### src/rtl/sgn_ram.sv
// ----------------------------------------------------------------------------
// sgn_ram
// Generic single-write, single-read RAM with a registered read.
// ----------------------------------------------------------------------------
module sgn_ram #(
  parameter int WIDTH = 8,
  parameter int DEPTH = 16
) (
  input  logic                     clk,
  input  logic                     we,
  input  logic [$clog2(DEPTH)-1:0] waddr,
  input  logic [WIDTH-1:0]         wdata,
  input  logic [$clog2(DEPTH)-1:0] raddr,
  output logic [WIDTH-1:0]         rdata
);

  logic [WIDTH-1:0] mem [DEPTH];

  always_ff @(posedge clk) begin
    if (we) begin
      mem[waddr] <= wdata;
    end
    rdata <= mem[raddr];
  end

endmodule

### config.mk
export PLATFORM = sky130hd
export DESIGN_NAME = sgn_ram
export DESIGN_NICKNAME = d
export VERILOG_FILES = /design/src/rtl/sgn_ram.sv
export SDC_FILE = /design/constraint.sdc
export NUM_CORES = 1
export LEC_CHECK = 0
export BUFFER_PORTS_ARGS = -buffer_cell sky130_fd_sc_hd__buf_2
export CAP_MARGIN = 20
export CORE_MARGIN = 10
export CORE_UTILIZATION = 51
export CTS_BUF_LIST = sky130_fd_sc_hd__clkbuf_2
export DETAILED_ROUTE_END_ITERATION = 10
export PLACE_DENSITY = 0.68
export SLEW_MARGIN = 5
export SYNTH_ARGS = -nofsm -noshare
export SYNTH_HDL_FRONTEND = slang
export SYNTH_SLANG_ARGS = --single-unit
### constraint.sdc
create_clock -name clk -period 2.14 [get_ports clk]
set_input_delay 0.214 -clock clk [delete_from_list [all_inputs] [get_ports clk]]
set_output_delay 0.214 -clock clk [all_outputs]
set_load 0.01 [all_outputs]
After elaboration in Yosys (flattened, before gate mapping):

Memories as Yosys holds them, arrays and structs flattened. A register that Yosys moved wholly into a read port is not among the register bits.
Cells that the tools add are included.

* bits in registers: 0
* RAM bits: 128
* bits of input ports: 18
* output and inout bits: 8
* word-level logic and storage cells: 3
* memories kept: 1

* multiplexer cells: 2

Memories
* mem: words 16, bits a word 8, rd ports 1, clocked after memory_dff 1, wr ports 1, RTL line 17 `logic [WIDTH-1:0] mem [DEPTH];`

Operator list (count)
* $mux 1: 2

Logic depth before layout (Yosys ltp):

* depth after elaboration: 2
* depth in mapped cells: 5
* mapped depth without buffers: 3

Worst setup path after synthesis:

Ideal clock, no wire load.

* path kind: in2reg
* start: input waddr[2]
* end: memory mem[0][0], enable pin
* library setup time: 0.383 ns
* arrival: 1.324 ns
* required time: 1.757 ns
* slack: 0.433 ns
* stages on the path: 2
* cells stage by stage: or3b_2 nor3_1

RTL lines
* start: declaration: RTL line 11 `input logic [$clog2(DEPTH)-1:0] waddr,`
* end: declaration: RTL line 17

Straight into the memory's write port.

Worst setup path in the final report:

* start: register rdata[7] (read register of mem)
* end: output rdata[7]

RTL lines
* start: declaration: RTL line 14 `output logic [WIDTH-1:0] rdata`

No word-level cell between the ends.

==> impl_metrics.toml <==
[run_status]
status = "finished, final reports clean"

[timing]
whs_ns = 0.111
rsz0062_at_grt = "false"
post-route-min-period_ns = 1.39
setup_tns_ns = 0
finalHoldViolations = 0
tightestPinTransition_ns = 0.604
maxSlewHeadroom_pct = 59.6
finClkSkew_ns = 0.0260
period_share_pct = 64.9
max_freq_ghz = 0.720
slew_violations = 0
fin_ws_ns = 0.752
final-setup-viol-count = 0

[floorplan]
die-area_um2 = 14500
num_rows = 36
die_width_um = 120
die_y_um = 120
core-area_um2 = 9820
io_pins = 26
start_util_pct = 52.4

[finish]
finalNetCount = 310
layout-drive-gt1-share_pct = 30.2
post-route-cell-area_um2 = 5810
utilization_pct = 59.1
syn2layout_area_growth_pct = 12.8

[clocking]
cts_setup_buffers = 0
clock_sinks = 136
numCtsBuffers = 17
cts.htree.levels = 4
insertion_delay_ns = 0.64
cts_tree = "built"
clockRootBuffer = "clkbuf_2"
cts.path.max_buffers = 2
clk_pin_slew_ns = 0.19

[logic_synthesis]
yosysSeqAreaShare_pct = 77.8
ys_warn_count = 0
ys_types = 19
synth_seq_cells = 136
synth_fp_nets = 247
syn_area_um2 = 5150
avgSynthCellArea_um2 = 22.5
syn-instance-count = 229

[power]
ir_drop_mv = 0.315
power_density_nw_per_um2 = 783
pwr-share-clk_pct = 28.0
power_switching_mw = 1.04
pwr-share-seq_pct = 65.7
intPower_mw = 3.50
combPwrFrac_pct = 6.3
swShare_pct = 22.9
p_leak_nw = 1.96

[worst_setup_path]
reg2regPathDepth = 3
r2r-start = "mem[1][1]"
cp_num_buf_inv = 1
critPathKind = "reg2out"
cp_slowest_cell = "dfxtp_1"
reg2reg_to = "rdata[1]"
cp-start-kind = "register"
r2r_setup_slack_ns = 0.76
worst-endpoint-required_ns = 1.93
crit_family = "flip-flops"
critical_path.max_stage_delay_ns = 0.40
path_cells = "buf_2"
worstPathMaxFanout = 1
crit_arrival_ns = 1.17
crit_path_end_kind = "output pin"

[global_route]
grt_overflow = 0
antenna_found_initial = 1
grt_use_total_pct = 13.8
grt_max_degree = 33
first_global_vias = 2563
grt_pass1_wl_um = 14900

[routing]
wire_per_inst_um = 21.1
drc = 0
drtIter0Drc = 241
vias = 2460
viasPerCell = 5.60
drtAntennaViolNets = 0
wl_um = 9280
drt_pass1_iterations = 8

[placement]
place_congestion = 0.701
portBuffers = 25
placed_area_um2 = 5520
hpwl_um = 6110
place_ws_ns = 0.473

[hold_path]
hp-class = "in2reg"
holdPathEnd = "mem[4][4]"
worstHoldStart = "waddr[0]"
hold_depth = 3

[run]
maxCapViolations = 0
==> logic make-up after synthesis <==
group	share of synthesized area (%)
compound gates	2.33
buf+inv	1.68
simple gates	3.18
mux	15.0
flops	77.8
==> worst max path at each step <==
stage	slack, ns	endpoint	cells past startpoint	from
5_1_grt	0.63	rdata[7]	1	rdata[7]
3_3_place_gp	0.47	rdata[1]	5	raddr[0]
6_report	0.75	rdata[7]	1	rdata[7]
2_1_floorplan	0.43	mem[0][0]	2	waddr[2]
3_5_place_dp	0.47	rdata[2]	5	raddr[0]
4_1_cts	0.68	rdata[7]	1	rdata[7]
==> power groups by stage <==
stage	sequential (mW)	clock (mW)	combinational, mW
after floorplan	3.05	0	0.151
after global placement	3.05	0	0.275
after detailed placement	3.05	0	0.281
after CTS	2.99	1.32	0.292
after global routing	3.00	1.44	0.315
final	2.99	1.27	0.287
==> state kept, by name, indices dropped and copies added, names as in the netlist <==
register and count:
rdata 8, mem 128
==> metrics by stage <==
stage	power, mW	std cells
finish	4.55	439
global route	4.75	439
CTS	4.60	438
detailed placement	3.33	398
global placement	3.32	398
floorplan	3.21	229
==> cell usage in the layout (no fill, tap or decap) <==
cell and n:
a22oi_1 16, and2_1 1, and2b_1 1, buf_12 1, buf_2 25, buf_4 20, bufinv_16 1, clkbuf_2 18
clkinv_1 5, clkinv_2 1, clkinv_4 3, clkinvlp_4 4, dfxtp_1 8, diode_2 1, dlygate4sd3_1 8, edfxtp_1 128
mux4_1 14, mux4_2 18, nand2_1 9, nand2b_1 2, nand3_1 1, nand3b_1 2, nor2_1 13, nor2b_1 1
nor3_1 4, or3b_2 1
==> metal layers <==
layer	track usage, %	part of all wire [%]	vias up
met4	5.28	1.4	0
met5	0	0	-
li1	-	-	1102
met3	4.33	7.1	13
met1	18.7	43	1251
met2	20.6	49	94
==> repair_timing <==
item,CTS,global route
hold buffers,8,0
hold endpoints to repair,128,0
gates resized for setup,0,0
==> final cells by class <==
type,count,area [µm²]
timing repair buffer,54,375
antenna,1,2.50
clock buffer,18,90.1
multi-input combinational,83,1060
fill,747,4010
sequential,136,4000
tap,133,166
clock inverter,14,110
==> Yosys cell counts <==
cell | count | area share (%)
a22oi_1 | 16 | 2.3
and2_1 | 1 | 0.12
and2b_1 | 1 | 0.15
buf_2 | 3 | 0.29
buf_4 | 1 | 0.15
buf_6 | 3 | 0.66
clkdlybuf4s25_2 | 3 | 0.58
dfxtp_1 | 8 | 3.1
edfxtp_1 | 128 | 75
mux4_1 | 14 | 7.1
mux4_2 | 18 | 7.9
nand2_1 | 9 | 0.66
nand2b_1 | 2 | 0.24
nand3_1 | 1 | 0.097
nand3b_1 | 2 | 0.29
nor2_1 | 13 | 0.95
nor2b_1 | 1 | 0.12
nor3_1 | 4 | 0.39
or3b_2 | 1 | 0.17
No activity file was read; power rests on OpenSTA's default activity.
