--- src/rtl/sgn_sqrt.sv ---
// ----------------------------------------------------------------------------
// sgn_sqrt
// Serial integer square root of a 64-bit word, one root bit per cycle.
// ----------------------------------------------------------------------------
module sgn_sqrt (
  input  logic        clk,
  input  logic        rst,
  input  logic        start,
  input  logic [63:0] radicand,
  output logic        done,
  output logic [31:0] root
);

  logic        busy;
  logic [5:0]  cnt;
  logic [63:0] nn;
  logic [63:0] r;
  logic [63:0] bitv;
  logic [63:0] trial;

  assign trial = r + bitv;
  assign root  = r[31:0];

  always_ff @(posedge clk) begin
    if (rst) begin
      busy <= 1'b0;
      done <= 1'b0;
      cnt  <= '0;
    end else begin
      done <= 1'b0;
      if (start) begin
        busy <= 1'b1;
        cnt  <= 6'd32;
        nn   <= radicand;
        r    <= '0;
        bitv <= 64'd1 << 62;
      end else if (busy) begin
        if (nn >= trial) begin
          nn <= nn - trial;
          r  <= (r >> 1) + bitv;
        end else begin
          r  <= r >> 1;
        end
        bitv <= bitv >> 2;
        cnt  <= cnt - 1'b1;
        if (cnt == 6'd1) begin
          busy <= 1'b0;
          done <= 1'b1;
        end
      end
    end
  end

endmodule

--- config.mk ---
export PLATFORM = sky130hd
export DESIGN_NAME = sgn_sqrt
export DESIGN_NICKNAME = d
export VERILOG_FILES = /design/src/rtl/sgn_sqrt.sv
export SDC_FILE = /design/constraint.sdc
export NUM_CORES = 1
export LEC_CHECK = 0
export BUFFER_PORTS_ARGS = -buffer_cell sky130_fd_sc_hd__buf_2
export CELL_PAD_IN_SITES_DETAIL_PLACEMENT = 0
export CELL_PAD_IN_SITES_GLOBAL_PLACEMENT = 1
export CORE_MARGIN = 2
export CORE_UTILIZATION = 40
export CTS_BUF_LIST = sky130_fd_sc_hd__clkbuf_16
export DETAILED_ROUTE_END_ITERATION = 16
export GPL_ROUTABILITY_DRIVEN = 0
export HOLD_SLACK_MARGIN = 0.08
export PLACE_DENSITY_LB_ADDON = 0.1
export SYNTH_ARGS = -nofsm -noshare
export SYNTH_HDL_FRONTEND = slang
export SYNTH_SLANG_ARGS = --single-unit
export TNS_END_PERCENT = 20
--- constraint.sdc ---
create_clock -name clk -period 27.9 [get_ports clk]
set_clock_uncertainty 0.1 [all_clocks]
set_input_delay 5.58 -clock clk [delete_from_list [all_inputs] [get_ports clk]]
set_output_delay 5.58 -clock clk [all_outputs]
set_load 0.05 [all_outputs]
; ---- After elaboration in Yosys (flattened, before gate mapping)
; Cells that the tools add are included.
[word_totals]
reg_bits = 168
in_bits = 67
output_inout_bits = 33
[op_classes]
addsub = 4
order_cmp = 1
eq_ne = 1
mux = 12
bitwise_logic = 2
n_reduce_logical = 6
[op_table]
columns = cell, n
row1 = 64-bit 2-to-1 mux, 5
row2 = 63-bit by 63-bit adder with 64-bit output, 1
row3 = 64-bit by 63-bit adder with 64-bit output, 1
row4 = 64-bit greater-or-equal comparator, 1
row5 = 64-bit subtractor, 1
row6 = 63-bit 2-to-1 mux, 1
row7 = 6-bit 2-to-1 mux, 2
row8 = 6-bit by 1-bit equality test with 1-bit output (second input constant), 1
row9 = 6-bit by 1-bit subtractor with 6-bit output (second input constant), 1
row10 = 1-bit 2-to-1 mux, 4
row11 = 2-bit nonzero test, 2
row12 = 3-bit AND reduction, 1
row13 = 3-bit OR reduction, 1
row14 = 1-bit inverter, 2
row15 = 2-bit AND reduction, 1
row16 = 2-bit OR reduction, 1

; ---- Depth between registers and ports, before layout
[depth]
ltp_word = 5
ltp_mapped = 26

; ---- Worst setup path after synthesis
; OpenSTA, ideal clock, no wires.
[synth_timing]
kind = input to register
startpoint = input start
endpoint = register nn[0] (enable)
t_arrival_ns = 15.754
setup_slack_ns = 11.462
stages = 5
path_cell_list = clkbuf_1 -> inv_1 -> clkbuf_1 -> a21oi_1 -> a21boi_0
[synth_between]
elab_chain_cells = 2
[synth_lines]
columns = item, line_no
row1 = from (decl), 8  ; input logic start,
row2 = 2-bit nonzero test (no line), --
row3 = 3-bit AND reduction (no line) (*), --
row4 = to (signal assigned), 34  ; nn <= radicand;
row5 = to (signal assigned), 39  ; nn <= nn - trial;
row6 = to (decl), 16  ; logic [63:0] nn;
; Every way passes the cells marked *; elsewhere a longest branch is shown, timed or not.
; A chain may end at the register's enable or synchronous reset.

; ---- Worst setup path in the final report
[layout_timing]
startpoint = input start
endpoint = register nn[11] (enable)
; Same word-level chain as after synthesis.

==> reports/results.txt <==
final setup vio count: 0
xor/xnor share of the synthesized area: 8.84%
Max VDD drop: 0.0000367 V
Final Cell Area: 16,700 µm²
Setup CP Type: in -> reg
slowest stage delay, CP: 0.71 ns
Compound-Gate Fraction of Synth Area: 24.3%
DR WL/cell: 18.9 µm
proportion of layout cells with a drive suffix above 1: 10.3%
max_slew headroom: 38.4%
clock latency at the later pin of the worst-skew pair: 0.45 ns
Synth top area share: 31.3%
Post-Route Setup TNS: 0 ns
Antenna diodes: 0
Port Buffers: 99
number of buffers created by CTS: 17
Total GRT Usage: 22.5%
I/O pin count: 100
Via density: 5.66
proportion of synthesized area in mux cells: 0.636%
largest net degree at the start of global routing: 81
H-tree levels: 4
Ys Warns: 0
Pleak: 6.23 nW
row count: 71
final WL: 44,300 µm
area share of fa/ha/maj cells after synthesis: 10.9%
worst hold endpoint: cnt[0]
total power: 0.00114 W
fin cells: 2,348
# resized after CTS: 0
Core Area: 37,800 µm²
PD cells: 68.3 nW/µm²
Hold Buf Count CTS: 0
syn_area_per_cell: 8.57 µm²
CP max stage cell: buf_4
Cell Area, Synth: 15,400 µm²
Req. time, crit path: 27.87 ns
final core utilization: 44.2%
crit-path max FO: 80
reg-to-reg endpoint: nn[11]
chip width: 200 µm
Clock Sinks: 168
initial core utilization: 40.7%
top cells by area, synth: edfxtp_1 31%, ha_1 11%, nand2_1 5.3%
Post-synth ARST share: 0%
#FFs+latches synth: 168
cells along the critical path: buf_6 > inv_1 > a21oi_4 > buf_4 > a21boi_4 > buf_4
Clock Path Buffers: 2
Layout area overhead: 8.66%
largest family of logic cells by synthesized area: compound AO/OA/AOI/OAI gates
hpwl dp: 34,100 µm
Post-CTS Setup Repair Bufs: 0
Slew Viols, Final: 0
Area after DPL: 16,100 µm²
CP arrival: 7.99 ns
CP bufs+invs: 4
post-synth top area cell: edfxtp_1
Placed Cells: 2,317
type of origin of the critical path: primary input
fin crit period: 8.01 ns
first-pass GRT wire length: 69,800 µm
Worst R2R Setup Slack: 20.29 ns
final net count: 2,025
Starting DRT DRC Count: 970
Post-Synth Simple-Gate Area: 18.8%
Layout fillers: 3,804
kind of end point of the critical path: flop
initial antenna violation count: 0
Fmax: 0.125 GHz
Root Buffer: clkbuf_16
Multi-input gate area: 9770 µm²
Antenna Nets Post-Route: 0
die height: 200 µm
top_reg_cell synth: edfxtp_1
GRT overflow: 0
CTS tree: built
max-cap viol count: 0
WHS Path Cells: 2
RSZ-0062 raised after global routing: false
Tightest Pin Transition: 0.924 ns
Hold Crit Start: cnt[0]
final hold vios: 0
vias post-DR: 13,300
Top cell by count, worst path: buf_4
register area share after synthesis: 32.3%
number of remaining DRC errors: 0
fin crit share: 28.7%
Cells after Synth: 1,791
CP delay by family, top: buffers and inverters
Worst-path clk slew: 0.07 ns
status: finished, final reports clean
EDFF count, synth: 160
total die area: 40,000 µm²
Hold/Removal Path Class: reg -> reg
net count after synthesis: 1,991
reg-to-reg startpoint: r[4]
1st-pass router iterations: 7
Register-to-Register Path Depth: 21
FF+latch area: 4960 µm²
vias in the first global route: 12,400
Cell variety after synth: 84
-- cells by family (layout without fill, tap and decap cells) --
| group | Yosys count | after routing |
|---|---|---|
| AND/OR/NAND/NOR | 610 | 610 |
| AO/OA/AOI/OAI | 578 | 578 |
| flip-flops | 168 | 168 |
| XOR/XNOR | 155 | 155 |
| buffers and inverters | 138 | 184 |
| adder cells (fa/ha/maj) | 133 | 133 |
| multiplexers | 9 | 9 |
-- sequential cells by signal, indices dropped and copies added (netlist names) --
signal,cells
cnt,6
busy,1
r,64
nn,64
bitv,32
done,1
-- layer usage --
metal,wire (µm),part of all wire [%],GRT usage [%]
met1,23700,53,35.3
met2,18500,42,33.1
met3,1640,3.7,2.23
met4,465,1.1,4.80
met5,0,0,0
-- how the worst max path moves through the flow --
stage                from      to  slack, ns  cells after the start
global placement    start  nn[16]      19.40                      6
global route        start  nn[11]      19.68                      6
floorplan           start   nn[0]      11.46                      5
CTS                 start  nn[10]      19.85                      6
finish              start  nn[11]      19.89                      6
detailed placement  start  nn[15]      19.36                      6
-- through the flow --
stage	setup slack, ns	hold slack, ns
5_1_grt	19.68	0.410
6_report	19.89	0.389
3_3_place_gp	19.40	0.371
3_5_place_dp	19.36	0.382
2_1_floorplan	11.46	0.354
4_1_cts	19.85	0.391
-- cell usage after synthesis (all sizes together), types with 8 or more instances --
cell type and n:
nand2 215, edfxtp 160, nor2 158, o21ai 155
a21oi 152, ha 132, xor2 82, xnor2 73
a31oi 60, nor2b 54, clkbuf 47, inv 46
buf 45, a211oi 42, o21bai 41, nand4 39
nor3 33, a21o 30, nand3 25, or3 22
nand2b 13, o31ai 13, and2 12, a31o 11
and3 11, dfxtp 8
-- report_power, final --
part | leakage (nW) | internal (W) | switching [W]
clock | 0.281 | 0.000132 | 0.000111
sequential | 1.61 | 0.000321 | 0.0000324
combinational | 4.34 | 0.000203 | 0.000340
-- worst min-delay path, cell delays in order, from the launching register on --
cell,delay [ns]
dfxtp_1,0.33
nand2_1,0.06
a21oi_1,0.05
-- area by class of cell --
cell class              instances  area share [%]
multi-input cells            1485            58.6
flip-flops and latches        168            29.8
well taps                     511            3.83
repair buffers                107            3.37
clock buffers                  17            2.55
inverters                      46            1.03
clock inverters                14           0.900
-- cells in the final DEF (no fill, tap or decap), types with 5 or more instances in the layout --
cell,netlist,routed
edfxtp_1,160,160
o21a_1,7,7
o21bai_1,39,39
nor2b_1,54,54
o21ai_1,16,16
nand2b_1,13,13
nor3_1,32,32
buf_4,32,8
a31oi_1,59,59
clkbuf_16,0,17
ha_1,132,132
and3_1,11,11
a21boi_0,7,6
a211o_1,5,5
and2_1,11,11
nor3b_1,6,6
buf_2,13,98
nand4_1,39,39
o21ai_0,139,139
o31ai_1,10,10
a21oi_1,150,149
nor4_1,5,5
xor2_1,82,82
xnor2_1,73,73
nand3_1,25,25
a31o_2,9,9
o22ai_1,5,5
a21o_1,29,29
a311oi_1,6,6
or3_1,22,22
mux2_2,6,6
nand2_1,215,215
dfxtp_1,8,8
a211oi_1,39,39
nor2_1,157,157
inv_1,46,47
No activity file was read; power rests on OpenSTA's default activity.
