### config.mk
export PLATFORM = sky130hd
export DESIGN_NAME = sgn_div10
export DESIGN_NICKNAME = d
export VERILOG_FILES = /design/src/rtl/sgn_pkg.sv /design/src/rtl/sgn_div.sv
export SDC_FILE = /design/constraint.sdc
export NUM_CORES = 1
export LEC_CHECK = 0
export BUFFER_PORTS_ARGS = -buffer_cell sky130_fd_sc_hd__buf_4
export CORE_UTILIZATION = 30
export CTS_BUF_LIST = sky130_fd_sc_hd__clkbuf_16
export CTS_CLUSTER_DIAMETER = 200
export DETAILED_ROUTE_END_ITERATION = 7
export PLACE_DENSITY = 0.53
export SETUP_SLACK_MARGIN = 0.2
export SLEW_MARGIN = 10
export SYNTH_ARGS = -nofsm -noshare
export SYNTH_HDL_FRONTEND = slang
export SYNTH_SLANG_ARGS = --single-unit
### constraint.sdc
create_clock -name clk -period 10 [get_ports clk]
set_clock_uncertainty 0.2 [all_clocks]
set_input_delay 2 -clock clk [delete_from_list [all_inputs] [get_ports clk]]
set_output_delay 2 -clock clk [all_outputs]
set_load 0.03 [all_outputs]
### src/rtl/sgn_pkg.sv
// ----------------------------------------------------------------------------
// sgn_pkg
// Types, constants and helpers shared by the softened gravity n-body stepper.
// ----------------------------------------------------------------------------
package sgn_pkg;

  localparam int MAX_BODIES = 32;
  localparam int FRAC_BITS  = 16;
  localparam int IDX_W      = $clog2(MAX_BODIES);
  // divider width covers both m<<F and (S>>F)+5m
  localparam int DIV_W      = (64 - FRAC_BITS > 32 + FRAC_BITS) ? 64 - FRAC_BITS
                                                                 : 32 + FRAC_BITS;
  // unit vector components and acceleration stay at or below 2^F
  localparam int UQ_W       = FRAC_BITS + 1;
  localparam int PROD_W     = 2 * UQ_W;
  localparam int GMUL_W     = PROD_W + 8;
  localparam int TEN        = 10;
  // divide by ten: quotient bits per cycle and steps per divide
  localparam int D10_BITS   = 8;
  localparam int D10_STEPS  = (DIV_W + D10_BITS - 1) / D10_BITS;

  // operation codes
  localparam logic [1:0] OP_LOAD  = 2'd0;
  localparam logic [1:0] OP_CLEAR = 2'd1;
  localparam logic [1:0] OP_TICK  = 2'd2;

  typedef struct packed {
    logic [1:0]         operation;
    logic [4:0]         slot;
    logic signed [31:0] pos_x;
    logic signed [31:0] pos_y;
    logic signed [31:0] vel_x;
    logic signed [31:0] vel_y;
    logic [30:0]        mass;
  } cmd_t;

  typedef struct packed {
    logic [4:0]         body_slot;
    logic signed [31:0] new_pos_x;
    logic signed [31:0] new_pos_y;
    logic signed [31:0] new_vel_x;
    logic signed [31:0] new_vel_y;
    logic               last;
  } rpt_t;

  typedef struct packed {
    logic signed [31:0] px;
    logic signed [31:0] py;
    logic signed [31:0] vx;
    logic signed [31:0] vy;
    logic [30:0]        mass;
  } body_t;

  localparam int BODY_W = $bits(body_t);

  // clamp to the 32-bit signed range
  function automatic logic signed [31:0] sat32(input logic signed [39:0] v);
    if (v > 40'sd2147483647) begin
      return 32'sh7FFFFFFF;
    end else if (v < -40'sd2147483648) begin
      return 32'sh80000000;
    end
    return v[31:0];
  endfunction

  // clamp a position difference to +-(2^31-1)
  function automatic logic signed [31:0] sat_diff(input logic signed [32:0] v);
    if (v > 33'sd2147483647) begin
      return 32'sh7FFFFFFF;
    end else if (v < -33'sd2147483647) begin
      return 32'sh80000001;
    end
    return v[31:0];
  endfunction

  // magnitude of a signed word
  function automatic logic [31:0] vmag(input logic signed [31:0] v);
    logic [31:0] r;
    r = v[31] ? 32'(-v) : 32'(v);
    return r;
  endfunction

endpackage

### src/rtl/sgn_div.sv


module sgn_div10 import sgn_pkg::*; (
  input  logic             clk,
  input  logic             rst,
  input  logic             start,
  input  logic [DIV_W-1:0] num,
  output logic             done,
  output logic [DIV_W-1:0] quo
);

  localparam int D10_W = D10_STEPS * D10_BITS;
  localparam int CNT_W = $clog2(D10_STEPS + 1);

  logic                busy;
  logic [CNT_W-1:0]    cnt;
  logic [3:0]          rem;
  logic [D10_W-1:0]    sh;
  logic [3:0]          rem_next;
  logic [D10_BITS-1:0] qd_next;

  assign quo = sh[DIV_W-1:0];

  // remainder stays below ten; one compare and subtract per dividend bit
  always_comb begin
    logic [4:0] t;
    rem_next = rem;
    qd_next  = '0;
    t        = '0;
    for (int b = 0; b < D10_BITS; b++) begin
      t = {rem_next, sh[D10_W-1-b]};
      if (t >= 5'(TEN)) begin
        qd_next[D10_BITS-1-b] = 1'b1;
        rem_next              = 4'(t - 5'(TEN));
      end else begin
        rem_next = t[3:0];
      end
    end
  end

  always_ff @(posedge clk) begin
    if (rst) begin
      busy <= 1'b0;
      done <= 1'b0;
      cnt  <= '0;
    end else begin
      done <= 1'b0;
      if (start) begin
        busy <= 1'b1;
        cnt  <= CNT_W'(D10_STEPS);
        rem  <= '0;
        sh   <= D10_W'(num);
      end else if (busy) begin
        rem <= rem_next;
        sh  <= {sh[D10_W-D10_BITS-1:0], qd_next};
        cnt <= cnt - 1'b1;
        if (cnt == CNT_W'(1)) begin
          busy <= 1'b0;
          done <= 1'b1;
        end
      end
    end
  end

endmodule

==> Word-level counts from Yosys, hierarchy flattened <==
Index checks and enable logic that the tools add are counted.
{ "classes": {"n_eq_ne": 1, "reduce_logical": 4, "add_sub_neg": 9, "magnitude_cmp": 8, "muxes": 25, "n_bitwise": 2} }
{ "ops": {"columns": ["cell", "count"], "rows": [
  ["48-bit two-way mux", 2],
  ["5-bit by 4-bit >= comparator with 1-bit output (second input constant)", 8],
  ["4-bit two-way mux", 9],
  ["4-bit subtractor (second input constant)", 8],
  ["1-bit two-way mux", 12],
  ["3-bit two-way mux", 2],
  ["3-bit by 1-bit == test with 1-bit output (second input constant)", 1],
  ["3-bit OR reduction", 1],
  ["3-bit by 1-bit subtractor with 3-bit output (second input constant)", 1],
  ["1-bit NOT", 2],
  ["2-bit AND reduction", 1],
  ["2-bit nonzero test", 1],
  ["2-bit OR reduction", 1]
]} }
{ "word_totals": {"inputBits": 51, "word_cells": 55, "regBits": 57, "output_inout_bits": 49} }

==> Logic depth before layout (Yosys ltp) <==
{ "depth": {"depth_word": 18, "ltp_mapped": 41} }

==> Worst setup path before layout <==
OpenSTA, ideal clock, no wires.
{ "synth_timing": {"path_kind": "register -> register", "start": "register sh[47], in the netlist quo[47]", "end": "register rem[1], data pin", "slack_ns": 1.619, "stages_incl_launch_ff": 40, "arrival_ns": 7.920, "cell_sequence": "edfxtp_1 > and4bb_4 > or3_4 > a21oi_1 > inv_1 > ha_1 > a311oi_1 > a21oi_1 > mux2_2 > ha_1 > a2111o_1 > o211ai_1 > nor2_1 > a31oi_2 > ha_1 > nand2_1 > a211o_1 > o211ai_1 > [4 not listed] > o311ai_0 > and2_1 > ha_1 > inv_1 > nor2_1 > o2111a_1 > or3_4 > inv_1 > ha_1 > or4_1 > o221ai_1 > o221ai_1 > o211ai_1 > inv_1 > ha_1 > o21ai_0 > a21o_1 > mux2_4"} }
{ "synth_via": {"elab_chain_len": 17, "elab_cells_between_ends": 25, "classes_between": "add/sub: 8; order compare: 8; mux: 9"} }
{ "synth_rtl": {"columns": ["item", "line_no", "source"], "rows": [
  ["start, declared", "sgn_div.sv:18", "logic [D10_W-1:0] sh;"],
  ["start signal, assigned", "sgn_div.sv:52", "sh <= D10_W'(num);"],
  ["start signal, assigned", "sgn_div.sv:55", "sh <= {sh[D10_W-D10_BITS-1:0], qd_next};"],
  ["4-bit subtractor or 5-bit by 4-bit >= comparator with 1-bit output (tied branches)", "sgn_div.sv:34, sgn_div.sv:32", null],
  ["4-bit two-way mux (*)", "sgn_div.sv:32", "if (t >= 5'(TEN)) begin"],
  ["4-bit subtractor or 5-bit by 4-bit >= comparator with 1-bit output (tied branches)", "sgn_div.sv:34, sgn_div.sv:32", null],
  ["4-bit two-way mux (*)", "sgn_div.sv:32", null],
  ["4-bit subtractor or 5-bit by 4-bit >= comparator with 1-bit output (tied branches)", "sgn_div.sv:34, sgn_div.sv:32", null],
  ["4-bit two-way mux (*)", "sgn_div.sv:32", null],
  ["4-bit subtractor or 5-bit by 4-bit >= comparator with 1-bit output (tied branches)", "sgn_div.sv:34, sgn_div.sv:32", null],
  ["4-bit two-way mux (*)", "sgn_div.sv:32", null],
  ["5-bit by 4-bit >= comparator with 1-bit output or 4-bit subtractor (tied branches)", "sgn_div.sv:32, sgn_div.sv:34", null],
  ["4-bit two-way mux (*)", "sgn_div.sv:32", null],
  ["4-bit subtractor or 5-bit by 4-bit >= comparator with 1-bit output (tied branches)", "sgn_div.sv:34, sgn_div.sv:32", null],
  ["4-bit two-way mux (*)", "sgn_div.sv:32", null],
  ["5-bit by 4-bit >= comparator with 1-bit output or 4-bit subtractor (tied branches)", "sgn_div.sv:32, sgn_div.sv:34", null],
  ["4-bit two-way mux (*)", "sgn_div.sv:32", null],
  ["4-bit subtractor or 5-bit by 4-bit >= comparator with 1-bit output (tied branches)", "sgn_div.sv:34, sgn_div.sv:32", null],
  ["4-bit two-way mux (*)", "sgn_div.sv:32", null],
  ["4-bit two-way mux (*)", "sgn_div.sv:53", "end else if (busy) begin"],
  ["end signal, assigned", "sgn_div.sv:54", "rem <= rem_next;"],
  ["end, declared", "sgn_div.sv:17", "logic [3:0] rem;"]
]} }
Mark *: on every way between the ends. The rest lies on a longest branch, timed or not. The select of a mux whose other input is x is not followed.
A chain may end at the register's enable or synchronous reset.

==> Worst setup path in the final report <==
{ "layout_timing": {"start": "register rem[0]", "end": "register rem[1], data pin"} }
{ "layout_via": {"elab_chain_len": 17, "elab_cells_between_ends": 25, "classes_between": "add/sub: 8; order compare: 8; mux: 9"} }
{ "layout_rtl": {"columns": ["item", "line_no"], "rows": [
  ["4-bit subtractor or 5-bit by 4-bit >= comparator with 1-bit output (tied branches)", "sgn_div.sv:34, sgn_div.sv:32"],
  ["4-bit two-way mux (*)", "sgn_div.sv:32"],
  ["4-bit subtractor or 5-bit by 4-bit >= comparator with 1-bit output (tied branches)", "sgn_div.sv:34, sgn_div.sv:32"],
  ["4-bit two-way mux (*)", "sgn_div.sv:32"],
  ["4-bit subtractor or 5-bit by 4-bit >= comparator with 1-bit output (tied branches)", "sgn_div.sv:34, sgn_div.sv:32"],
  ["4-bit two-way mux (*)", "sgn_div.sv:32"],
  ["5-bit by 4-bit >= comparator with 1-bit output or 4-bit subtractor (tied branches)", "sgn_div.sv:32, sgn_div.sv:34"],
  ["4-bit two-way mux (*)", "sgn_div.sv:32"],
  ["4-bit subtractor or 5-bit by 4-bit >= comparator with 1-bit output (tied branches)", "sgn_div.sv:34, sgn_div.sv:32"],
  ["4-bit two-way mux (*)", "sgn_div.sv:32"],
  ["4-bit subtractor or 5-bit by 4-bit >= comparator with 1-bit output (tied branches)", "sgn_div.sv:34, sgn_div.sv:32"],
  ["4-bit two-way mux (*)", "sgn_div.sv:32"],
  ["5-bit by 4-bit >= comparator with 1-bit output or 4-bit subtractor (tied branches)", "sgn_div.sv:32, sgn_div.sv:34"],
  ["4-bit two-way mux (*)", "sgn_div.sv:32"],
  ["4-bit subtractor or 5-bit by 4-bit >= comparator with 1-bit output (tied branches)", "sgn_div.sv:34, sgn_div.sv:32"],
  ["4-bit two-way mux (*)", "sgn_div.sv:32"],
  ["4-bit two-way mux (*)", "sgn_div.sv:53"]
]} }
Marked as above.

==> flow_summary.toml <==
[power_and_ir_drop]
p_int_mw = 1.01
power.switching_mw = 0.831
p_per_area_nw_per_um2 = 391
swShare = 0.450
clkPwrFrac = 0.142
peakVddDrop_uv = 190
seq_power_share = 0.191
power_leakage_nw = 1.89
comb_power_share = 0.668
total_power_mw = 1.84

[floorplanning]
initial_core_util = 0.310
core_um2 = 11500
die_w_um = 111
die_y_um = 111
io_pins = 100
rows = 39
dieArea_um2 = 12300

[critical_path]
critical_path.endpoint_type = "flip-flop"
worstSetupPathType = "flip-flop to flip-flop"
slowest_delay_ns = 0.52
rrSetupSlack_ns = 0.82
cp_max_fo = 8
crit_top_cell = "inv_1"
worstReg2RegStart = "rem[0]$_SDFFCE_PP0P_"
arrival_ns = 9.05
cp_data_required_time_ns = 9.87
worstRegToRegCells = 41
cpMaxStageDelayCell = "or4_1"
rr_endpoint = "rem[1]$_SDFFCE_PP0P_"
startpoint_type = "flip-flop"

[clocking]
postCtsSetupRepairBufs = 0
cts.sinks = 57
cts_tree = "yes"
cts_made_buffers = 9
clock_latency_ns = 0.32
clk_pin_slew_worst_paths_ns = 0.05
ctsHoldBuffers = 0
cts_root_buf = "clkbuf_16"
htree_num_levels = 3
clk_path_buf_depth = 2
cts_resized = 0

[drt]
routedLengthMet1_um = 3730
met3RoutedLength_um = 536
drtPass1Iterations = 6
wl_um = 8620
drc = 14
routedWlPerCell_um = 15.4
num_vias = 2875
highest_layer = "met4"
via_per_inst = 5.12
wl_met2_um = 4260
drtIter0Drc = 212
drtAntennaViolNets = 0

[final_layout]
fin_area_um2 = 4720
fin_nets = 475
fin_cells = 561
drive_gt1_frac = 0.435
fin_util = 0.410
areaGrowthSynthToFinish_pct = 32.3
n_antenna_cell = 0

[grt]
track_usage = 0.140
antenna_found_initial = 0
grt_max_degree = 63
first_global_vias = 2752
grt_pass1_wl_um = 13700
grt_overflow_total = 0

[timing]
finalSetupViolations = 0
worstMarginPinSlew_ns = 0.751
setup_ws_ns = 0.820
hold_viol = 0
period_minus_slack_ns = 9.18
rsz0062_at_grt = "no"
fin_tns_setup_ns = 0
maxSlewViolCount = 0
whs_ns = 0.353
slew_headroom = 0.499
max_freq_mhz = 109
fin_crit_sh = 0.918

[synthesis]
synthArstFlopShare = 0
yosysUniqueCellTypes = 68
synth_most_common_cell = "edfxtp_1"
synthTopCellsByCount = "edfxtp_1 (52), mux2_2 (47), inv_1 (22)"
synth.area.top_cells = "edfxtp_1 (44%), mux2_2 (15%), ha_1 (3.5%), dfxtp_1 (2.8%), inv_1 (2.3%)"
synth_edf_count = 52
synth_cells = 313
yosysWarnings = 0
synth_top_area_share = 0.437
syn_avg_cell_area_um2 = 11.4
synth-seq-cells = 57
synth_seq_area_share = 0.465
syn_nets = 374
ys.flop_type = "edfxtp_1"
synth_area_um2 = 3570
yosysTopAreaCell = "edfxtp_1"

[run_status]
status = "finished with violations"
violations = "design-rule violations"

[flow_run]
cap_violations = 0

[min_path]
min-delay-start = "busy$_SDFF_PP0_"
hold_depth = 2
hp-class = "flip-flop to flip-flop"
whs_endpoint = "done$_SDFF_PP0_"

[placed_design]
place_inst = 546
port_buffers = 99
place.detailed.hpwl_um = 6320
dpl_cell_area_um2 = 4460
gp_congestion = 0.911
pre_cts_ws_ns = 0.722
-- power by group through the flow --
stage,clock network [mW],logic (mW),registers [mW]
6_report,0.261,1.23,0.352
5_1_grt,0.281,1.35,0.357
4_1_cts,0.271,1.22,0.352
3_5_place_dp,0,1.21,0.356
3_3_place_gp,0,1.20,0.355
2_1_floorplan,0,0.923,0.393
-- placed cells by master (no fill, tap or decap), drive strengths merged, types with 3 or more instances in the layout --
cell type  synthesis  routed
a211o              3       3
a21boi             3       3
a21o               4       4
a21oi             14      14
a311oi             4       4
a31oi              6       6
and2               7       7
buf                3     101
clkbuf             8       9
clkinv             0       5
dfxtp              5       5
edfxtp            52      52
ha                10      10
inv               22      23
mux2              48      48
nand2             16      16
nand2b             4       4
nand3              4       4
nor2              21      21
nor3               7       7
nor4               4       4
o211ai             3       3
o21ai             13      13
o31ai              3       3
or3                4       4
or3b               3       3
or4                3       3
-- routing by layer --
metal	GRT usage	vias to the layer above
met4	0.0450	0
met3	0.0416	10
li1	-	1405
met5	0	-
met2	0.241	93
met1	0.167	1367
-- state kept, by name (all words and copies together), names as in the netlist --
| signal | count |
|---|---|
| done | 1 |
| cnt | 3 |
| rem | 4 |
| busy | 1 |
| quo | 48 |
-- worst max-delay path by stage --
stage / startpoint / to / slack (ns) / depth (start not counted)
2_1_floorplan: quo[47]$_DFFE_PP_ / rem[1]$_SDFFCE_PP0P_ / 1.62 / 39
3_3_place_gp: rem[0]$_SDFFCE_PP0P_ / rem[1]$_SDFFCE_PP0P_ / 0.94 / 41
3_5_place_dp: rem[0]$_SDFFCE_PP0P_ / rem[1]$_SDFFCE_PP0P_ / 0.72 / 41
4_1_cts: rem[0]$_SDFFCE_PP0P_ / rem[1]$_SDFFCE_PP0P_ / 0.71 / 41
5_1_grt: rem[0]$_SDFFCE_PP0P_ / rem[1]$_SDFFCE_PP0P_ / 0.20 / 41
6_report: rem[0]$_SDFFCE_PP0P_ / rem[1]$_SDFFCE_PP0P_ / 0.82 / 41
-- logic make-up (layout without fill, tap and decap cells) --
| kind of cell | after synthesis | after routing | synth area share |
|---|---|---|---|
| simple gates | 83 | 83 | 0.132 |
| compound gates | 78 | 78 | 0.168 |
| flops | 57 | 57 | 0.465 |
| mux | 50 | 50 | 0.158 |
| buf+inv | 33 | 138 | 0.0372 |
| fa+ha+maj | 10 | 10 | 0.0351 |
| xor+xnor | 2 | 2 | 0.00491 |
-- layout make-up --
type,count,area (um^2)
timing repair buffer,101,758
clock buffer,9,225
multi-input combinational,223,1790
inverter,22,82.6
tap,143,179
fill,1126,6790
sequential,57,1660
clock inverter,6,27.5
-- critical path, delay by kind of cell, from the launching register on --
| family | cells | cell delay, ns |
|---|---|---|
| AO/OA/AOI/OAI | 16 | 3.23 |
| adder cells (fa/ha/maj) | 8 | 2.03 |
| multiplexers | 2 | 0.64 |
| buffers and inverters | 7 | 0.68 |
| AND/OR/NAND/NOR | 8 | 1.67 |
| flip-flops | 1 | 0.49 |
(Power assumes the default switching activity.)
