<file path="config.mk">
export PLATFORM = sky130hd
export DESIGN_NAME = sgn_div
export DESIGN_NICKNAME = d
export VERILOG_FILES = /design/src/rtl/sgn_pkg.sv /design/src/rtl/sgn_div.sv
export SDC_FILE = /design/constraint.sdc
export NUM_CORES = 1
export LEC_CHECK = 0
export BUFFER_PORTS_ARGS = -buffer_cell sky130_fd_sc_hd__buf_2
export CORE_AREA = 2 2 151 263
export DETAILED_ROUTE_END_ITERATION = 6
export DIE_AREA = 0 0 153 265
export PLACE_DENSITY = 0.4
export RECOVER_POWER = 100
export SLEW_MARGIN = 40
export SYNTH_ARGS = -nofsm -noshare
export SYNTH_HDL_FRONTEND = slang
export SYNTH_SLANG_ARGS = --single-unit
</file>
<file path="constraint.sdc">
create_clock -name clk -period 15.6 [get_ports clk]
set_input_delay 0.78 -clock clk [delete_from_list [all_inputs] [get_ports clk]]
set_output_delay 0.78 -clock clk [all_outputs]
set_load 0.1 [all_outputs]
</file>
<file path="src/rtl/sgn_pkg.sv">
// ----------------------------------------------------------------------------
// sgn_pkg
// Types, constants and helpers shared by the softened gravity n-body stepper.
// ----------------------------------------------------------------------------
package sgn_pkg;

  localparam int MAX_BODIES = 32;
  localparam int FRAC_BITS  = 16;
  localparam int IDX_W      = $clog2(MAX_BODIES);
  // divider width covers both m<<F and (S>>F)+5m
  localparam int DIV_W      = (64 - FRAC_BITS > 32 + FRAC_BITS) ? 64 - FRAC_BITS
                                                                 : 32 + FRAC_BITS;
  // unit vector components and acceleration stay at or below 2^F
  localparam int UQ_W       = FRAC_BITS + 1;
  localparam int PROD_W     = 2 * UQ_W;
  localparam int GMUL_W     = PROD_W + 8;
  localparam int TEN        = 10;
  // divide by ten: quotient bits per cycle and steps per divide
  localparam int D10_BITS   = 8;
  localparam int D10_STEPS  = (DIV_W + D10_BITS - 1) / D10_BITS;

  // operation codes
  localparam logic [1:0] OP_LOAD  = 2'd0;
  localparam logic [1:0] OP_CLEAR = 2'd1;
  localparam logic [1:0] OP_TICK  = 2'd2;

  typedef struct packed {
    logic [1:0]         operation;
    logic [4:0]         slot;
    logic signed [31:0] pos_x;
    logic signed [31:0] pos_y;
    logic signed [31:0] vel_x;
    logic signed [31:0] vel_y;
    logic [30:0]        mass;
  } cmd_t;

  typedef struct packed {
    logic [4:0]         body_slot;
    logic signed [31:0] new_pos_x;
    logic signed [31:0] new_pos_y;
    logic signed [31:0] new_vel_x;
    logic signed [31:0] new_vel_y;
    logic               last;
  } rpt_t;

  typedef struct packed {
    logic signed [31:0] px;
    logic signed [31:0] py;
    logic signed [31:0] vx;
    logic signed [31:0] vy;
    logic [30:0]        mass;
  } body_t;

  localparam int BODY_W = $bits(body_t);

  // clamp to the 32-bit signed range
  function automatic logic signed [31:0] sat32(input logic signed [39:0] v);
    if (v > 40'sd2147483647) begin
      return 32'sh7FFFFFFF;
    end else if (v < -40'sd2147483648) begin
      return 32'sh80000000;
    end
    return v[31:0];
  endfunction

  // clamp a position difference to +-(2^31-1)
  function automatic logic signed [31:0] sat_diff(input logic signed [32:0] v);
    if (v > 33'sd2147483647) begin
      return 32'sh7FFFFFFF;
    end else if (v < -33'sd2147483647) begin
      return 32'sh80000001;
    end
    return v[31:0];
  endfunction

  // magnitude of a signed word
  function automatic logic [31:0] vmag(input logic signed [31:0] v);
    logic [31:0] r;
    r = v[31] ? 32'(-v) : 32'(v);
    return r;
  endfunction

endpackage

</file>
<file path="src/rtl/sgn_div.sv">
// ----------------------------------------------------------------------------
// sgn_div
// Serial restoring divider, one quotient bit per cycle, truncating; and a
// divide-by-ten unit that settles D10_BITS quotient bits per cycle.
// ----------------------------------------------------------------------------
module sgn_div import sgn_pkg::*; (
  input  logic             clk,
  input  logic             rst,
  input  logic             start,
  input  logic [DIV_W-1:0] num,
  input  logic [DIV_W-1:0] den,
  output logic             done,
  output logic [DIV_W-1:0] quo
);

  localparam int CNT_W = $clog2(DIV_W + 1);

  logic             busy;
  logic [CNT_W-1:0] cnt;
  logic [DIV_W-1:0] rem;
  logic [DIV_W-1:0] den_r;
  logic [DIV_W:0]   rs;
  logic             qbit;

  // trial subtract of the shifted remainder
  always_comb begin
    rs   = {rem, quo[DIV_W-1]};
    qbit = (rs >= {1'b0, den_r});
  end

  always_ff @(posedge clk) begin
    if (rst) begin
      busy <= 1'b0;
      done <= 1'b0;
      cnt  <= '0;
    end else begin
      done <= 1'b0;
      if (start) begin
        busy  <= 1'b1;
        cnt   <= CNT_W'(DIV_W);
        rem   <= '0;
        quo   <= num;
        den_r <= den;
      end else if (busy) begin
        rem <= qbit ? DIV_W'(rs - {1'b0, den_r}) : rs[DIV_W-1:0];
        quo <= {quo[DIV_W-2:0], qbit};
        cnt <= cnt - 1'b1;
        if (cnt == CNT_W'(1)) begin
          busy <= 1'b0;
          done <= 1'b1;
        end
      end
    end
  end

endmodule


</file>
# Word-level counts from Yosys, hierarchy flattened
# Cells that the tools add are included.
# word_totals
regBits	152
latch_bits	0
mem_bits_rw	0
mem_bits_ro	0
inputBits	99
wordCells	28
mem_count	0
# op_classes
addsub	2
n_mul	0
div	0
order_cmp	1
n_eq_ne	1
shifts	0
muxes	10
n_bitwise	2
n_reduce_logical	5
# op_table
op	n
48-bit two-way mux	4
49-bit by 48-bit greater-or-equal comparator with 1-bit output	1
48-bit subtractor	1
6-bit two-way mux	2
6-bit by 1-bit == test with 1-bit output, second input constant	1
6-bit by 1-bit subtractor with 6-bit output, second input constant	1
1-bit two-way mux	4
2-bit AND reduction	2
3-bit OR reduction	1
1-bit NOT	2
2-bit nonzero test	1
2-bit OR reduction	1

# Depth between registers and ports, before layout
# Gate-level depths: netlist of run 1.
# depth
word_depth	4
depth_mapped	15

# Worst setup path before layout of run 1
# Ideal clock, no wire load.
# synth_path
path_type	input -> register
start	in start
end	reg quo[0], enable pin
arrival_time_ps	5413
required_ps	15047
slack_ps	9634
path_stages	4
n_path_buf	2
cell_sequence	clkbuf_1 -> clkbuf_1 -> nor2_1 -> nor2_1
# synth_via
elab_chain_cells	2
# synth_rtl
element	line_no	rtl
from (decl)	sgn_div.sv:9	input logic start,
2-bit nonzero test (no line)	-	
2-bit AND reduction (no line)	-	
to (signal assigned)	sgn_div.sv:42	quo <= num;
to (signal assigned)	sgn_div.sv:46	quo <= {quo[DIV_W-2:0], qbit};
to (decl)	sgn_div.sv:13	output logic [DIV_W-1:0] quo
# No other way between the ends.
# A chain may end at the register's enable or synchronous reset.

# Final worst setup path of run 1
# layout_path
start	reg rem[4]
end	reg rem[6] (data pin)
# layout_via
elab_chain_cells	3
elab_cells_between_ends	4
classes_between	add/sub (1); order compare (1); mux (2)
# layout_rtl
element	line_no	rtl
from (decl)	sgn_div.sv:20	logic [DIV_W-1:0] rem;
from (signal assigned)	sgn_div.sv:45	rem <= qbit ? DIV_W'(rs - {1'b0, den_r}) : rs[DIV_W-1:0];
48-bit subtractor or 49-bit by 48-bit greater-or-equal comparator with 1-bit output (tied branches)	sgn_div.sv:45, sgn_div.sv:28	
48-bit two-way mux *	sgn_div.sv:45	
48-bit two-way mux *	sgn_div.sv:44	end else if (busy) begin
# Mark *: on every way between the ends. The rest lies on a longest branch, timed or not. The select of a mux whose other input is x is not followed.

==> results of run 1 <==
==> routing by layer <==
metal / global-route usage (%) / vias to the layer above / wire (um)
met5: 0 / - / 11
met4: 5.03 / 2 / 637
met3: 3.24 / 35 / 1070
met2: 23.9 / 151 / 13700
met1: 12.0 / 3194 / 9160
li1: - / 3280 / -
==> cells by family after synthesis <==
family / after synthesis / synth area share [%]
AOI/OAI and AO/OA: 171 / 12.5
xor gates and xnor gates: 47 / 4.52
adders and majority gates: 51 / 7.09
buffers and inverters: 94 / 4.64
DFF: 152 / 49.2
muxes: 92 / 10.8
and+or+nand+nor: 214 / 11.3
==> registers in the layout (all words and copies together) (netlist names) <==
name   flops
den_r     48
quo       48
rem       48
cnt        6
busy       1
done       1
==> cell type report <==
class                      count  area, um^2  share of cell area [%]
tap                          485         607                    5.62
sequential                   152        4480                    41.5
inverter                      58         218                    2.01
clock buffer                  21         460                    4.26
multi-input combinational    575        4210                    39.0
timing repair buffer         153         704                    6.52
clock inverter                11         123                    1.13
==> synthesized netlist by cell type, types with 8 or more instances <==
cell type and n:
o211ai_1 10, nor2_1 79, ha_1 50, dfxtp_1 8, clkbuf_1 16, nor3_1 14
mux2_2 47, mux2i_1 45, a21o_1 22, a21oi_1 55, edfxtp_1 144, buf_2 10
inv_1 58, nand4_1 13, nand2_1 49, o21ai_0 24, nor2b_1 9, xor2_1 21
xnor2_1 26, nand3_1 10
==> critical path, delay by kind of cell (launching register included) <==
family	cells	cell delay (ns)
flip-flops	1	0.39
AO/OA/AOI/OAI	6	2.34
buffers and inverters	1	1.65
AND/OR/NAND/NOR	3	0.63
multiplexers	1	0.34
adder cells (fa/ha/maj)	1	0.39
==> power breakdown <==
group          total, mW  internal (mW)  switching, mW  leakage, nW
registers          0.508          0.493         0.0155         1.44
logic              0.387          0.139          0.248         2.54
clock network      0.423          0.244          0.179        0.276
total               1.32          0.876          0.443         4.26
==> worst min-delay path by stage <==
stage               startpoint         to  slack (ns)  depth (start not counted)
floorplan               cnt[1]     cnt[1]        0.47                          2
global placement        cnt[1]     cnt[1]        0.49                          2
detailed placement      cnt[1]     cnt[1]        0.50                          2
CTS                    den[40]  den_r[40]        0.47                          1
global route           den[40]  den_r[40]        0.47                          1
finish                  cnt[1]     cnt[1]        0.50                          2
==> flow_summary.json, run 1 <==
{
  "synth_flop_cell": "edfxtp_1",
  "clock_latency_ns": 0.45,
  "tightest_slew_ns": 4.55,
  "cts-root-buf": "clkbuf_16",
  "async_flop_share_pct": 0,
  "fmax_mhz": 162,
  "drive_above_1_share_pct": 19.6,
  "cts_tree": "done",
  "vias": 6662,
  "finClkSkew_ns": 0.0110,
  "rows": 95,
  "numPlacedInstances": 1423,
  "drtAntennaViolNets": 0,
  "postSynthAreaPerCell_um2": 11.1,
  "grt_usage_pct": 12.3,
  "cts_hold_buf": 0,
  "drv_cap": 6,
  "slew_violations": 279,
  "yosysSeqAreaShare_pct": 49.2,
  "layout_common_cells": "edfxtp_1, buf_2, nor2_1",
  "drt_wl_total_um": 24500,
  "fillers": 4043,
  "rsz0062_at_grt": "false",
  "cts-htree-levels": 4,
  "status": "complete, but fails checks",
  "cts_max_path_buffers": 2,
  "hold_viol": 0,
  "cpMostUsedCell": "o211ai_1",
  "rr_worst_depth": 12,
  "required_ns": 15.64,
  "place_hpwl_um": 18400,
  "clock-sinks": 152,
  "syn-num-nets": 971,
  "numCtsBuffers": 17,
  "drtIter0Drc": 253,
  "violations": "capacitance limit, slew limit",
  "setup.worst_path.start": "rem[4]",
  "syn-cell-area_um2": 9110,
  "setup_ws_ns": 9.43,
  "synth_top_cell_by_area": "edfxtp_1",
  "die_w_um": 153,
  "synth-edff-count": 144,
  "tns_ns": 0,
  "wl_per_cell_um": 16.9,
  "via_per_inst": 4.58,
  "finalSetupViolations": 0,
  "antenna_found_initial": 1,
  "critical_path_class": "reg2reg",
  "final_nets": 1107,
  "crit_fanout": 34,
  "fin_util_pct": 28.1,
  "min_path_type": "reg2reg",
  "clkTransAtPathRegs_ns": 0.06,
  "finalPower_mw": 1.32,
  "mostFrequentLayoutCell": "edfxtp_1",
  "dpl_cell_area_um2": 10300,
  "ys_warn_count": 0,
  "area_growth_pct": 18.6,
  "fp.dieH_um": 265,
  "synth_top_area_share_pct": 47.5,
  "path_cells": "ha_1, a21oi_1, o211ai_1, nand2_1, o211ai_1, o211ai_1, nor3b_1, o31ai_2, a21oi_1, clkbuf_1, mux2i_1, nor2_1",
  "peakVddDrop_uv": 87.3,
  "crit_end": "rem[6]",
  "timing.rr.start": "rem[4]",
  "dp_slack_ns": 11.58,
  "portBuffers": 147,
  "final_cells": 1455,
  "worstSetupEndpointType": "register",
  "grt_pass1_wl_um": 38700,
  "power.density_nw_per_um2": 122,
  "initial_core_util_pct": 23.7,
  "dieArea_um2": 40500,
  "post-cts-setup-buffer-count": 0,
  "io_pins": 148,
  "synth_area_leaders": "edfxtp_1, ha_1, mux2_2",
  "firstDrtPassIters": 4,
  "timing.rr.end": "rem[6]",
  "place_congestion": 0.797,
  "grt_start_max_net_pins": 85,
  "grt_overflow": 0,
  "grt_pass1_vias": 7243,
  "ys_types": 68,
  "drc": 0,
  "critPathLaunchType": "register",
  "leakage_nw": 4.26,
  "finalCritPeriodShare_pct": 39.5,
  "arrival_ns": 6.21,
  "synth_seq_cells": 152,
  "fin_area_um2": 10800,
  "core_um2": 38400,
  "relSlewSlack_pct": -203,
  "cp_slowest_cell": "clkbuf_1",
  "slowest_delay_ns": 1.65,
  "ctsResizeCount": 0,
  "netlist_instances": 821,
  "post-route-min-period_ns": 6.17,
  "hold_slack_ns": 0.503,
  "ff2ff_setup_slack_ns": 9.43,
  "antenna_cells": 0
}
Note: power is estimated with default switching activity, not from simulation.
==> inputs of run 2 (changes only) <==
==> constraint.sdc (replaced) <==
create_clock -name clk -period 5.8 [get_ports clk]
set_input_delay 0.29 -clock clk [delete_from_list [all_inputs] [get_ports clk]]
set_output_delay 0.29 -clock clk [all_outputs]
set_load 0.1 [all_outputs]
==> flow_summary.json, run 2 (synthesis gave the netlist of run 1 again) <==
{
  "cts_tree": "done",
  "pwr-share-clk_pct": 31.8,
  "crit_fanout": 29,
  "portBuffers": 147,
  "numCtsBuffers": 17,
  "critical_path_class": "reg2reg",
  "wl_per_cell_um": 16.5,
  "critPathLaunchType": "register",
  "multi_input_area_um2": 4190,
  "antenna_found_initial": 0,
  "numPlacedInstances": 1424,
  "antenna_cells": 0,
  "core_um2": 38400,
  "clock-sinks": 152,
  "power_frac_comb_pct": 29.8,
  "path_cells": "ha_1, a21oi_1, o211ai_1, nand2_1, o211ai_1, o211ai_1, nor3b_1, o31ai_1, a21oi_1, buf_8, buf_12, mux2i_1, nor2_1",
  "rows": 95,
  "fin_util_pct": 29.2,
  "final_cells": 1496,
  "fin_area_um2": 11200,
  "tns_ns": 0,
  "fp.dieH_um": 265,
  "initial_core_util_pct": 23.7,
  "grt_pass1_vias": 7308,
  "drtIter0Drc": 266,
  "arrival_ns": 4.45,
  "cts-root-buf": "clkbuf_16",
  "grt_overflow": 0,
  "slew_violations": 219,
  "layout_common_cells": "edfxtp_1, buf_2, nor2_1",
  "critPathBufInv": 2,
  "vias": 6764,
  "dieArea_um2": 40500,
  "grt_start_max_net_pins": 71,
  "dpl_cell_area_um2": 10400,
  "cts-htree-levels": 4,
  "p_sw_mw": 1.19,
  "area_growth_pct": 23.1,
  "place_congestion": 0.790,
  "seqPwrFrac_pct": 38.4,
  "die_w_um": 153,
  "clkTransAtPathRegs_ns": 0.06,
  "post-cts-setup-buffer-count": 0,
  "violations": "capacitance limit, slew limit",
  "largestRegisters": "den_r x48, quo x48, rem x48",
  "finalPower_mw": 3.56,
  "fillers": 4027,
  "rsz0062_at_grt": "false",
  "mostFrequentLayoutCell": "edfxtp_1",
  "fmax_mhz": 228,
  "final_nets": 1148,
  "grt_usage_pct": 12.4,
  "via_per_inst": 4.52,
  "cts_hold_buf": 40,
  "grt_pass1_wl_um": 39500,
  "netSwitchingFraction_pct": 33.4,
  "firstDrtPassIters": 5,
  "min_path_type": "in2reg",
  "cpMostUsedCell": "o211ai_1",
  "power.density_nw_per_um2": 318,
  "drc": 0,
  "p_int_mw": 2.37,
  "drtAntennaViolNets": 0,
  "place_hpwl_um": 18300,
  "cts_max_path_buffers": 2,
  "required_ns": 5.86,
  "leakage_nw": 4.44,
  "finalCritPeriodShare_pct": 75.7,
  "regArea_um2": 4480,
  "status": "complete, but fails checks",
  "drv_cap": 4,
  "drive_above_1_share_pct": 18.5,
  "relSlewSlack_pct": -147,
  "critPathTopFamily": "compound AO/OA/AOI/OAI gates",
  "peakVddDrop_uv": 233,
  "post-route-min-period_ns": 4.39,
  "io_pins": 148,
  "finClkSkew_ns": 0.0115,
  "slowest_delay_ns": 0.69,
  "ctsResizeCount": 0,
  "cp_slowest_cell": "a21oi_1",
  "hold_viol": 0,
  "clock_latency_ns": 0.45,
  "finalSetupViolations": 0,
  "tightest_slew_ns": 3.71,
  "drt_wl_total_um": 24600,
  "worstSetupEndpointType": "register"
}
[run 2: cell count changes in the layout (fill, tap and decap cells not counted), sizes merged]
cell,change
buf,+4
clkinv,+2
clkinvlp,-3
dlygate4sd3,+40
inv,-2
[run 2: layout make-up]
type | count | area share, %
Sequential cell | 152 | 40.0
Multi-Input combinational cell | 575 | 37.4
Timing Repair Buffer | 194 | 10.2
Tap cell | 485 | 5.41
Clock buffer | 24 | 4.21
Inverter | 58 | 1.94
Clock inverter | 8 | 0.893
[run 2: per-layer routing]
| metal | routed length [um] | share of wire [%] | GRT usage, % |
|---|---|---|---|
| met5 | 0 | 0 | 0 |
| met4 | 658 | 2.7 | 5.68 |
| met3 | 1000 | 4.1 | 2.88 |
| met2 | 13700 | 56 | 23.8 |
| met1 | 9280 | 38 | 12.7 |
[run 2: final timing paths]
| check | slack [ns] | cells after the start | from | to |
|---|---|---|---|---|
| min reg2reg | 0.51 | 2 | cnt[1] | cnt[1] |
| max | 1.41 | 13 | rem[4] | rem[12] |
| min | 0.02 | 1 | den[47] | den_r[47] |
| max reg2reg | 1.41 | 13 | rem[4] | rem[12] |
[run 2: stage by stage]
step	hold slack (ns)	worst slack, ns
after detailed placement	0.468	2.11
after floorplan	0.389	0.324
final	0.0245	1.41
after global placement	0.468	1.73
after global routing	0.00364	0.948
after CTS	0.000104	2.07
[run 2: worst reg2reg max path: cells and delay by family, from the launching register on]
kind            cells  cell delay (ns)
simple gates        3             0.56
flops               1             0.39
mux                 1             0.24
compound gates      6             1.94
fa+ha+maj           1             0.39
buf+inv             2             0.51
[run 2: power by group through the flow]
stage | clock network, mW | registers [mW] | logic, mW
final | 1.13 | 1.37 | 1.06
after detailed placement | 0 | 1.39 | 1.06
after global placement | 0 | 1.39 | 1.06
after floorplan | 0 | 1.54 | 0.666
after CTS | 1.18 | 1.36 | 1.09
after global routing | 1.21 | 1.38 | 1.17
==> inputs of run 3 (changes only) <==
--- a/config.mk
+++ b/config.mk
@@ -9,7 +9,7 @@
 export CORE_AREA = 2 2 151 263
 export DETAILED_ROUTE_END_ITERATION = 6
 export DIE_AREA = 0 0 153 265
-export PLACE_DENSITY = 0.4
+export PLACE_DENSITY = 0.41
 export RECOVER_POWER = 100
 export SLEW_MARGIN = 40
 export SYNTH_ARGS = -nofsm -noshare
==> constraint.sdc (replaced) <==
create_clock -name clk -period 3.7 [get_ports clk]
set_input_delay 0.185 -clock clk [delete_from_list [all_inputs] [get_ports clk]]
set_output_delay 0.185 -clock clk [all_outputs]
set_load 0.1 [all_outputs]
==> flow_summary.json, run 3 (synthesis gave the netlist of run 1 again) <==
{
  "drt_wl_total_um": 24900,
  "io_pins": 148,
  "portBuffers": 147,
  "drc": 0,
  "tightest_slew_ns": 2.22,
  "final_cells": 1512,
  "clkTransAtPathRegs_ns": 0.07,
  "largestRegisters": "den_r x48, quo x48, rem x48",
  "rows": 95,
  "cts_max_path_buffers": 2,
  "mostFrequentLayoutCell": "edfxtp_1",
  "clock-sinks": 152,
  "power.density_nw_per_um2": 493,
  "crit_fanout": 34,
  "die_w_um": 153,
  "status": "complete, but fails checks",
  "rsz0062_at_grt": "false",
  "tns_ns": 0,
  "peakVddDrop_uv": 348,
  "ff2ff_setup_slack_ns": 0.25,
  "wl_per_cell_um": 16.5,
  "arrival_ns": 3.73,
  "firstDrtPassIters": 4,
  "finClkSkew_ns": 0.0122,
  "grt_usage_pct": 12.5,
  "grt_overflow": 0,
  "worstSetupEndpointType": "register",
  "relSlewSlack_pct": -47.9,
  "clock_latency_ns": 0.46,
  "post-cts-setup-buffer-count": 0,
  "min_path_type": "in2reg",
  "cts-root-buf": "clkbuf_16",
  "post-route-min-period_ns": 3.45,
  "initial_core_util_pct": 23.7,
  "critPathLaunchType": "register",
  "finalCritPeriodShare_pct": 93.4,
  "grt_pass1_wl_um": 39300,
  "layout_common_cells": "edfxtp_1, buf_2, nor2_1",
  "ctsResizeCount": 0,
  "place_hpwl_um": 18800,
  "critical_path_class": "reg2reg",
  "place_congestion": 0.812,
  "numCtsBuffers": 17,
  "cts_hold_buf": 50,
  "core_um2": 38400,
  "critPathBufInv": 1,
  "fp.dieH_um": 265,
  "hold_viol": 0,
  "cts_tree": "done",
  "numPlacedInstances": 1430,
  "leakage_nw": 4.52,
  "grt_start_max_net_pins": 62,
  "cp_slowest_cell": "ha_1",
  "antenna_found_initial": 0,
  "required_ns": 3.98,
  "path_cells": "ha_1, and4_1, nand3_1, o211ai_1, o211ai_2, nor3b_2, o31ai_2, a21oi_4, buf_12, or3_1, a21oi_1",
  "cts-htree-levels": 4,
  "drive_above_1_share_pct": 19.8,
  "drtIter0Drc": 297,
  "antenna_cells": 0,
  "dieArea_um2": 40500,
  "finalSetupViolations": 0,
  "area_growth_pct": 25.1,
  "fmax_mhz": 289,
  "drtAntennaViolNets": 0,
  "slew_violations": 130,
  "final_nets": 1164,
  "slowest_delay_ns": 0.47,
  "drv_cap": 3,
  "critPathTopFamily": "compound AO/OA/AOI/OAI gates",
  "via_per_inst": 4.48,
  "vias": 6774,
  "grt_pass1_vias": 7281,
  "violations": "capacitance limit, slew limit"
}
## run 3: final timing paths
check	endpoint	depth (start not counted)	start
worst max-delay path	rem[45]	11	rem[6]
worst min-delay path	quo[3]	2	num[3]
worst max register to register	rem[45]	11	rem[6]
worst min register to register	cnt[1]	2	cnt[1]
## run 3: final cells by class
| type | count | area (um^2) |
|---|---|---|
| inverters | 58 | 218 |
| multi-input cells | 575 | 4230 |
| clock buffers | 22 | 528 |
| clock inverters | 10 | 75.1 |
| flip-flops and latches | 152 | 4480 |
| well taps | 485 | 607 |
| repair buffers | 210 | 1260 |
| fillers | 4042 | 27000 |
## run 3: where the power goes
group | leakage (nW) | internal, mW | total [mW] | switching [mW]
registers | 1.44 | 2.07 | 2.14 | 0.0672
clock network | 0.287 | 1.02 | 1.80 | 0.784
logic | 2.79 | 0.622 | 1.68 | 1.06
## run 3: stage by stage
step                      hold WS (ns)  power [mW]  instance area, um^2  util, %  setup slack, ns
final                           0.0297        5.63                11400     29.7            0.246
after detailed placement         0.363        3.85                10400     27.1            0.203
after global placement           0.363        3.85                10400     27.1            0.215
after CTS                      0.00183        5.74                11500     30.0            0.179
after global routing            0.0125        5.92                11400     29.7           0.0265
after floorplan                  0.284        3.45                 9130        -           0.0102
## run 3: layer usage
layer / share of wire (%) / up-vias / track usage, % / wire (um)
li1: - / 3397 / - / -
met1: 38 / 3192 / 12.5 / 9390
met2: 56 / 154 / 24.6 / 14000
met3: 3.5 / 31 / 2.50 / 871
met4: 2.5 / 0 / 5.46 / 617
met5: 0 / - / 0 / 0
